<file path="src/hw/rtl/wbrm_pkg.sv">
// wbrm_pkg: shared types and codes for the windowed byte rate meter.
// No dependencies; imported by windowed_byte_rate_meter.
package wbrm_pkg;

    // request codes carried on the req_type field
    localparam logic REQ_ADD   = 1'b0;
    localparam logic REQ_QUERY = 1'b1;

    // sequencer states, one-hot
    typedef enum logic [8:0] {
        S_IDLE     = 9'b0_0000_0001,
        S_DIV      = 9'b0_0000_0010,
        S_ADD_RD   = 9'b0_0000_0100,
        S_ADD_WR   = 9'b0_0000_1000,
        S_SCAN_RD  = 9'b0_0001_0000,
        S_SCAN_ACC = 9'b0_0010_0000,
        S_SPAN     = 9'b0_0100_0000,
        S_FIN      = 9'b0_1000_0000,
        S_MOD      = 9'b1_0000_0000
    } t_state;

endpackage

</file>
<file path="src/hw/rtl/wbrm_ram.sv">
// wbrm_ram: generic simple dual-port RAM, one write port and one registered read port.
// No dependencies; instantiated by windowed_byte_rate_meter.
module wbrm_ram #(
    parameter int WIDTH = 32,
    parameter int DEPTH = 10
) (
    input  logic                     i_clk,
    input  logic                     i_we,
    input  logic [$clog2(DEPTH)-1:0] i_waddr,
    input  logic [WIDTH-1:0]         i_wdata,
    input  logic [$clog2(DEPTH)-1:0] i_raddr,
    output logic [WIDTH-1:0]         o_rdata
);

    logic [WIDTH-1:0] r_mem [DEPTH];
    logic [WIDTH-1:0] r_rdata;

    // write port
    always_ff @(posedge i_clk) begin
        if (i_we) begin
            r_mem[i_waddr] <= i_wdata;
        end
    end

    // registered read
    always_ff @(posedge i_clk) begin
        r_rdata <= r_mem[i_raddr];
    end

    assign o_rdata = r_rdata;

endmodule

</file>
<file path="src/hw/rtl/windowed_byte_rate_meter.sv">
// windowed_byte_rate_meter: per-second byte buckets and windowed rate query.
// Depends on wbrm_pkg (types, codes) and wbrm_ram (bucket time and byte stores).
//
// Usage:
//   Input channel (i_in_valid / o_in_stall) carries one request beat: an add
//   (req_type 0) adds byte_count to the bucket of second now_seconds, a query
//   (req_type 1) returns the average bytes per second over the buckets of the
//   last WINDOW_SECONDS seconds, excluding the current one.
//   Output channel (o_out_valid / i_out_stall) returns exactly one beat per
//   request: new_second for an add, rate_bytes_per_sec for a query.
//   One request is in work at a time; o_in_stall is high while it runs.
//   Add: slot index (now mod SLOT_COUNT) from a reciprocal multiply taken at
//   accept plus a narrow subtract, then a bucket read and a bucket write.
//   Query: a bit-serial restoring divider, one quotient bit per cycle over
//   DW = 32 + clog2(WINDOW_SECONDS+1) bits, divides the window total by the span.
//   The slot walk reads every bucket in turn through the registered read and
//   then adds it; a zero span skips the divider and returns a rate of 0.
//   The next request is taken once the result is registered, as the sequencer
//   returns to idle on the same edge that loads the output register.
//   The result sits in an output register, so a stalled receiver only holds
//   the next result back at its final step.
//   Reset (synchronous, active low) clears all bucket valid bits and the
//   output valid; bucket RAM contents need no clearing.
module windowed_byte_rate_meter
    import wbrm_pkg::*;
#(
    parameter int SLOT_COUNT     = 10,
    parameter int WINDOW_SECONDS = 5
) (
    input  logic        i_clk,
    input  logic        i_rst_n,
    input  logic        i_in_valid,
    output logic        o_in_stall,
    input  logic        i_req_type,
    input  logic [31:0] i_now_seconds,
    input  logic [15:0] i_byte_count,
    output logic        o_out_valid,
    input  logic        i_out_stall,
    output logic        o_new_second,
    output logic [31:0] o_rate_bytes_per_sec
);

    localparam int AW      = $clog2(SLOT_COUNT);
    localparam int AGE_W   = $clog2(WINDOW_SECONDS + 1);
    localparam int DW      = 32 + AGE_W;
    localparam int DIV_MAX = WINDOW_SECONDS;
    localparam int RW      = $clog2(DIV_MAX);
    localparam int RW1     = RW + 1;
    localparam int D_W     = $clog2(DIV_MAX + 1);
    localparam int CNT_W   = $clog2(DW + 1);
    // reciprocal of SLOT_COUNT, exact floor quotient for any 32-bit second
    localparam int MOD_SH  = 32 + AW;
    localparam logic [32:0] MOD_MUL =
        33'(((64'd1 << MOD_SH) + 64'(SLOT_COUNT - 1)) / 64'(SLOT_COUNT));

    t_state            r_state, n_state;
    logic [SLOT_COUNT-1:0] r_valid, n_valid;
    logic [AW-1:0]     r_addr, n_addr;
    logic [AW-1:0]     r_qlo, n_qlo;
    logic [31:0]       r_now, n_now;
    logic [15:0]       r_bytes, n_bytes;
    logic [DW-1:0]     r_dvd, n_dvd;
    logic [RW-1:0]     r_rem, n_rem;
    logic [D_W-1:0]    r_dvs, n_dvs;
    logic [CNT_W-1:0]  r_cnt, n_cnt;
    logic [DW-1:0]     r_total, n_total;
    logic [AGE_W-1:0]  r_age, n_age;
    logic              r_res_new, n_res_new;
    logic [31:0]       r_res_rate, n_res_rate;
    logic              r_out_valid, n_out_valid;
    logic              r_out_new, n_out_new;
    logic [31:0]       r_out_rate, n_out_rate;

    logic [31:0]       rd_time;
    logic [31:0]       rd_bytes;
    logic              ram_we;
    logic [31:0]       wr_bytes;

    logic [64:0]       mod_prod;
    logic [AW-1:0]     mod_qn;
    logic [AW-1:0]     mod_rem;
    logic [RW1-1:0]    div_shift;
    logic              div_ge;
    logic [RW1-1:0]    div_diff;
    logic [32:0]       age_diff;
    logic              in_win;
    logic [AGE_W-1:0]  age_cand;
    logic              restart;
    logic [32:0]       add_sum;
    logic              out_free;

    // bucket stores
    wbrm_ram #(.WIDTH(32), .DEPTH(SLOT_COUNT)) u_time_ram (
        .i_clk   (i_clk),
        .i_we    (ram_we),
        .i_waddr (r_addr),
        .i_wdata (r_now),
        .i_raddr (r_addr),
        .o_rdata (rd_time)
    );

    wbrm_ram #(.WIDTH(32), .DEPTH(SLOT_COUNT)) u_bytes_ram (
        .i_clk   (i_clk),
        .i_we    (ram_we),
        .i_waddr (r_addr),
        .i_wdata (wr_bytes),
        .i_raddr (r_addr),
        .o_rdata (rd_bytes)
    );

    // slot index: low quotient bits from the reciprocal product, then
    // remainder = now - q*SLOT_COUNT, which fits in the low AW bits
    assign mod_prod = {33'b0, i_now_seconds} * {32'b0, MOD_MUL};
    assign mod_qn   = AW'(r_qlo * AW'(SLOT_COUNT));
    assign mod_rem  = r_now[AW-1:0] - mod_qn;

    // divider step: shift in one dividend bit, trial subtract
    assign div_shift = {r_rem, r_dvd[DW-1]};
    assign div_ge    = div_shift >= RW1'(r_dvs);
    assign div_diff  = div_ge ? (div_shift - RW1'(r_dvs)) : div_shift;

    // window test for the bucket being walked
    assign age_diff = {1'b0, r_now} - {1'b0, rd_time};
    assign in_win   = r_valid[r_addr] && !age_diff[32] && (age_diff[31:0] != 32'd0)
                      && (age_diff[31:0] <= 32'(WINDOW_SECONDS));
    assign age_cand = AGE_W'(age_diff[31:0]);

    // add update with saturation
    assign restart  = !r_valid[r_addr] || (rd_time != r_now);
    assign add_sum  = (restart ? 33'd0 : {1'b0, rd_bytes}) + 33'(r_bytes);
    assign wr_bytes = add_sum[32] ? 32'hFFFF_FFFF : add_sum[31:0];
    assign ram_we   = (r_state == S_ADD_WR);

    assign out_free = !r_out_valid || !i_out_stall;

    // sequencer
    always_comb begin
        n_state     = r_state;
        n_valid     = r_valid;
        n_addr      = r_addr;
        n_qlo       = r_qlo;
        n_now       = r_now;
        n_bytes     = r_bytes;
        n_dvd       = r_dvd;
        n_rem       = r_rem;
        n_dvs       = r_dvs;
        n_cnt       = r_cnt;
        n_total     = r_total;
        n_age       = r_age;
        n_res_new   = r_res_new;
        n_res_rate  = r_res_rate;
        n_out_valid = r_out_valid;
        n_out_new   = r_out_new;
        n_out_rate  = r_out_rate;

        if (r_out_valid && !i_out_stall) begin
            n_out_valid = 1'b0;
        end

        unique case (r_state)
            S_IDLE: begin
                if (i_in_valid) begin
                    n_now   = i_now_seconds;
                    n_bytes = i_byte_count;
                    if (i_req_type == REQ_ADD) begin
                        n_qlo   = mod_prod[MOD_SH +: AW];
                        n_state = S_MOD;
                    end else begin
                        n_addr  = '0;
                        n_total = '0;
                        n_age   = AGE_W'(1);
                        n_state = S_SCAN_RD;
                    end
                end
            end
            S_MOD: begin
                n_addr  = mod_rem;
                n_state = S_ADD_RD;
            end
            S_DIV: begin
                if (r_cnt == CNT_W'(DW)) begin
                    n_res_new  = 1'b0;
                    n_res_rate = (r_dvd[DW-1:32] != '0) ? 32'hFFFF_FFFF : r_dvd[31:0];
                    n_state    = S_FIN;
                end else begin
                    n_dvd = {r_dvd[DW-2:0], div_ge};
                    n_rem = RW'(div_diff);
                    n_cnt = r_cnt + CNT_W'(1);
                end
            end
            S_ADD_RD: begin
                n_state = S_ADD_WR;
            end
            S_ADD_WR: begin
                n_valid[r_addr] = 1'b1;
                n_res_new  = restart;
                n_res_rate = '0;
                n_state    = S_FIN;
            end
            S_SCAN_RD: begin
                n_state = S_SCAN_ACC;
            end
            S_SCAN_ACC: begin
                if (in_win) begin
                    n_total = r_total + DW'(rd_bytes);
                    if (age_cand > r_age) begin
                        n_age = age_cand;
                    end
                end
                if (r_addr == AW'(SLOT_COUNT - 1)) begin
                    n_state = S_SPAN;
                end else begin
                    n_addr  = r_addr + AW'(1);
                    n_state = S_SCAN_RD;
                end
            end
            S_SPAN: begin
                // span = age of oldest counted bucket minus one
                if (r_age == AGE_W'(1)) begin
                    n_res_new  = 1'b0;
                    n_res_rate = '0;
                    n_state    = S_FIN;
                end else begin
                    n_dvd   = r_total;
                    n_dvs   = D_W'(r_age - AGE_W'(1));
                    n_rem   = '0;
                    n_cnt   = '0;
                    n_state = S_DIV;
                end
            end
            S_FIN: begin
                if (out_free) begin
                    n_out_valid = 1'b1;
                    n_out_new   = r_res_new;
                    n_out_rate  = r_res_rate;
                    n_state     = S_IDLE;
                end
            end
            default: begin
                n_state = S_IDLE;
            end
        endcase
    end

    // control registers
    always_ff @(posedge i_clk) begin
        if (!i_rst_n) begin
            r_state     <= S_IDLE;
            r_valid     <= '0;
            r_out_valid <= 1'b0;
        end else begin
            r_state     <= n_state;
            r_valid     <= n_valid;
            r_out_valid <= n_out_valid;
        end
    end

    // datapath registers
    always_ff @(posedge i_clk) begin
        r_addr     <= n_addr;
        r_qlo      <= n_qlo;
        r_now      <= n_now;
        r_bytes    <= n_bytes;
        r_dvd      <= n_dvd;
        r_rem      <= n_rem;
        r_dvs      <= n_dvs;
        r_cnt      <= n_cnt;
        r_total    <= n_total;
        r_age      <= n_age;
        r_res_new  <= n_res_new;
        r_res_rate <= n_res_rate;
        r_out_new  <= n_out_new;
        r_out_rate <= n_out_rate;
    end

    assign o_in_stall           = (r_state != S_IDLE);
    assign o_out_valid          = r_out_valid;
    assign o_new_second         = r_out_new;
    assign o_rate_bytes_per_sec = r_out_rate;

    // an accepted beat always starts work
    a_accept_busy: assert property (@(posedge i_clk) disable iff (!i_rst_n)
        (i_in_valid && !o_in_stall) |=> o_in_stall)
        else $error("request accepted but sequencer stayed idle");

    // divider never runs against a zero divisor and keeps its remainder reduced
    a_div_ok: assert property (@(posedge i_clk) disable iff (!i_rst_n)
        (r_state == S_DIV) |-> (r_dvs != '0) && (r_rem < r_dvs))
        else $error("divider divisor or remainder out of range");

    // oldest-age tracker stays inside the window during the walk
    a_age_range: assert property (@(posedge i_clk) disable iff (!i_rst_n)
        (r_state == S_SCAN_ACC) |-> (r_age != '0) && (r_age <= AGE_W'(WINDOW_SECONDS)))
        else $error("bucket age tracker outside window");

endmodule
</file>
<file path="config.mk">
export PLATFORM = sky130hd
export DESIGN_NAME = windowed_byte_rate_meter
export DESIGN_NICKNAME = d
export VERILOG_FILES = /design/src/hw/rtl/wbrm_pkg.sv /design/src/hw/rtl/wbrm_ram.sv /design/src/hw/rtl/windowed_byte_rate_meter.sv
export SDC_FILE = /design/constraint.sdc
export NUM_CORES = 2
export LEC_CHECK = 0
export BUFFER_PORTS_ARGS = -buffer_cell sky130_fd_sc_hd__buf_4
export CORE_MARGIN = 1
export CORE_UTILIZATION = 50
export DETAILED_ROUTE_END_ITERATION = 10
export GPL_TIMING_DRIVEN = 0
export PLACE_DENSITY_LB_ADDON = 0.1
export RECOVER_POWER = 25
export SLEW_MARGIN = 30
export SYNTH_ARGS = -nofsm -noshare
export SYNTH_HDL_FRONTEND = slang
export SYNTH_SLANG_ARGS = --single-unit
</file>
<file path="constraint.sdc">
create_clock -name i_clk -period 8 [get_ports i_clk]
set_input_delay 1.6 -clock i_clk [delete_from_list [all_inputs] [get_ports i_clk]]
set_output_delay 1.6 -clock i_clk [all_outputs]
set_load 0.01 [all_outputs]
</file>
==> qor.csv <==
stage,metric,value,unit
synth,async_flop_share,0,
sta,setup_violations,0,
sta,rsz0062_at_grt,no,
cts,clk_pin_slew,0.06,ns
cts,htreeDepth,3,
synth,mappedNetlistArea,0.0492,mm^2
cts,clock_path_buffers,3,
sta,clock.fmax,0.128,GHz
critical_path,max_stage_delay,0.60,ns
critical_path,worstReg2RegStart,r_now[28],
run,maxCapViolCount,1,
sta,min_period,7.81,ns
synth,synth-main-ff-cell,edfxtp_1,
critical_path,cp_cell_sequence,clkbuf_1 -> ha_1 -> ha_1 -> fa_1 -> inv_1 -> fa_1 -> inv_1 -> fa_1 -> fa_1 -> fa_1 -> inv_1 -> fa_1 -> inv_1 -> ha_1 -> a21o_1 -> a21o_1 -> a21o_1 -> a21o_1 -> a21oi_1 -> o22a_1 -> nand3_1 -> o211ai_1,
die,die-area,0.0996,mm^2
cts,worst_skew_pair.late_latency,0.69,ns
die,num_io_pins,88,
layout,nets,4322,
sta,setup_tns,0,ns
critical_path,slowest_stage,fa_1,
sta,relSlewSlack,-0.451,
sta,worst_pin_slew,2.18,ns
global_route,overflow,0,
synth,synthMuxAreaShare,0.0732,
place,port_buffers,87,
layout,layout_common_cells,"846 x edfxtp_1, 522 x inv_1, 290 x ha_1",
die,rows,114,
critical_path,critPathLaunch,i_now_seconds[20],
sta,fin_skew,0.0464,ns
die,die_height,316,um
global_route,grt_pass1_wl,184000,um
sta,holdWs,0.418,ns
critical_path,worst_ep_arrival_time,8.25,ns
layout,final_layout_size_suffix_gt1_frac,0.116,
cts,post-cts-setup-buffer-count,0,
synth,synthCells,3500,
critical_path,worstSetupStartpointType,input port,
die,die_x,316,um
routing,wirelength,120000,um
synth,ys_types,80,
routing,viasPerCell,5.61,
global_route,first_global_vias,30500,
power_and_ir_drop,power.leakage,20.9,nW
synth,postSynthAreaPerCell,14.0,um^2
routing,wl_per_cell,23.7,um
worst_hold_path,min_to,o_rate_bytes_per_sec[16],
power_and_ir_drop,ir_drop,1.43,mV
synth,yosysSeqAreaShare,0.551,
sta,timing.final.ws_setup,0.189,ns
layout,fillCellCount,7841,
synth,yosys_warnings,0,
cts,cts_tree,yes,
run_status,violations,"DRC, capacitance limit, slew limit",
routing,drtIter0Drc,1984,
layout,final_util,0.571,
critical_path,reg2reg_to,u_bytes_ram.r_mem[3][12],
cts,cts.sink_count,930,
run_status,status,"complete, but fails checks",
cts,hold_buffers,0,
routing,via_count,28500,
routing,drc_errors,9,
sta,hold_viol,0,
layout,syn_to_final_growth,12.7,%
power_and_ir_drop,power_density,402,mW/mm^2
place,dp_hpwl,89200,um
global_route,grt_use_total,0.248,
critical_path,worstPathRequired,8.43,ns
cts,clockRootBuffer,clkbuf_16,
synth,synth_adder_area_share,0.180,
layout,multi_input_area,0.0198,mm^2
synth,synthXorXnorAreaFrac,0.0205,
synth,synthSimpleGateAreaFrac,0.0605,
synth,synth-edff-count,846,
synth,synth-seq-cells,930,
critical_path,r2r_setup_slack,0.66,ns
global_route,antenna_found_initial,2,
critical_path,r2r_cells,20,
worst_hold_path,whs_path_depth,0,
die,design.core.area,0.0970,mm^2
place,post-place-ws,-0.660,ns
place,place.gp.congestion,0.940,
worst_hold_path,min-delay-start,r_res_rate[16],
critical_path,path_max_fanout,4,
die,start_util,0.507,
worst_hold_path,worstHoldPathType,reg2reg,
layout,final_common_cell,edfxtp_1,
layout,diodes,0,
critical_path,worst_setup_path_end_kind,flop,
critical_path,cpMostUsedCell,fa_1,
sta,fin_crit_sh,0.976,
critical_path,worstSetupPathType,in2reg,
sta,drv_slew,47,
global_route,grt_max_degree,47,
routing,dr.pass1.iters,11,
cts,cts_buffers,96,
synth,synth_top_family_by_area,adder cells,
layout,seq_area,0.0271,mm^2
routing,ant_nets,0,
synth,synth_compound_area_frac,0.0662,
synth,synth_fp_nets,4105,
[timing repair]
item                                   4_1_cts  5_1_grt
gates resized for setup                      0        3
endpoints found under the hold margin        0        0
setup endpoints to repair                    0        2
[layout make-up]
class                      count  area share
sequential                   930       0.489
multi-input combinational   1943       0.357
clock buffer                 128      0.0472
inverter                     522      0.0354
tap                         1276      0.0288
timing repair buffer         119      0.0230
clock inverter                51      0.0115
buffer                       105     0.00773
[Yosys cell counts (6+ instances only)]
| cell | n | area [um^2] |
|---|---|---|
| edfxtp_1 | 846 | 25400 |
| inv_1 | 522 | 1960 |
| ha_1 | 291 | 3640 |
| fa_1 | 261 | 5230 |
| nand2_1 | 191 | 717 |
| a21oi_1 | 154 | 771 |
| mux4_2 | 130 | 2930 |
| nor2_1 | 101 | 379 |
| dfxtp_1 | 84 | 1680 |
| a211oi_1 | 80 | 601 |
| clkbuf_1 | 80 | 300 |
| nor2b_1 | 79 | 494 |
| mux2i_1 | 66 | 661 |
| xnor2_1 | 64 | 561 |
| o21ai_0 | 61 | 305 |
| o21a_1 | 54 | 405 |
| xor2_1 | 51 | 447 |
| a21o_1 | 43 | 323 |
| nand3_1 | 38 | 190 |
| and2_1 | 34 | 213 |
| nor3_1 | 30 | 150 |
| buf_1 | 21 | 78.8 |
| and3_1 | 19 | 119 |
| a31oi_1 | 17 | 106 |
| nand4_1 | 16 | 100 |
| nand2b_1 | 15 | 93.8 |
| nor3b_1 | 10 | 75.1 |
| nor4_1 | 9 | 56.3 |
| nand3b_1 | 8 | 60.1 |
| o21bai_1 | 8 | 60.1 |
| a2111oi_0 | 7 | 61.3 |
| a211o_1 | 6 | 52.6 |
| a21boi_0 | 6 | 45.0 |
| and4_1 | 6 | 52.6 |
[report_power, final]
group          total (mW)  internal [mW]  leakage, nW  switching, mW
Combinational        11.9           4.99         11.5           6.90
Clock                4.54           2.65         1.58           1.89
Sequential           5.82           5.64         7.82          0.177
[critical path, delay by kind of cell]
family,cells,cell delay (ns)
adders and majority gates,9,4.17
AOI/OAI and AO/OA,7,1.67
buffers and inverters,5,0.59
and+or+nand+nor,1,0.19
[sequential cells by signal (all words and copies together) (netlist names), 3 cells and up]
signal / count
r_dvs: 3
r_res_rate: 32
r_qlo: 3
o_rate_bytes_per_sec: 32
r_rem: 3
r_total: 35
u_time_ram.r_mem: 320
r_now: 32
u_bytes_ram.r_mem: 320
r_addr: 4
r_state: 9
r_bytes: 16
r_age: 3
r_valid: 10
u_time_ram.o_rdata: 32
u_bytes_ram.o_rdata: 32
r_dvd: 35
r_cnt: 6
[per-stage QoR]
| step | area (um^2) | std cells | power, mW |
|---|---|---|---|
| 2_1_floorplan | 49200 | 3500 | 14.3 |
| 3_3_place_gp | 51400 | 4863 | 17.1 |
| 3_5_place_dp | 52200 | 4895 | 17.4 |
| 4_1_cts | 55400 | 5074 | 22.0 |
| 5_1_grt | 55400 | 5074 | 24.2 |
| 6_report | 55400 | 5074 | 22.3 |
[per-layer routing]
layer / vias to the layer above / track usage / wire length [um]
li1: 13000 / - / -
met1: 14600 / 0.323 / 50000
met2: 736 / 0.436 / 61000
met3: 171 / 0.0308 / 5660
met4: 0 / 0.0715 / 3410
met5: - / 0 / 0
[kinds of logic after synthesis]
group,after synthesis
compound gates,494
xor+xnor,115
fa+ha+maj,552
buf+inv,627
flops,930
mux,197
simple gates,585
[worst max-delay path by stage]
stage	to	slack, ns	cells past startpoint
3_5_place_dp	r_qlo[2]	-0.66	22
4_1_cts	r_qlo[2]	0.03	22
5_1_grt	r_qlo[0]	0.02	23
3_3_place_gp	u_time_ram.r_mem[8][17]	-1.15	9
2_1_floorplan	r_qlo[2]	0.48	21
6_report	r_qlo[0]	0.19	22
Power figures use the tool's default switching activity.
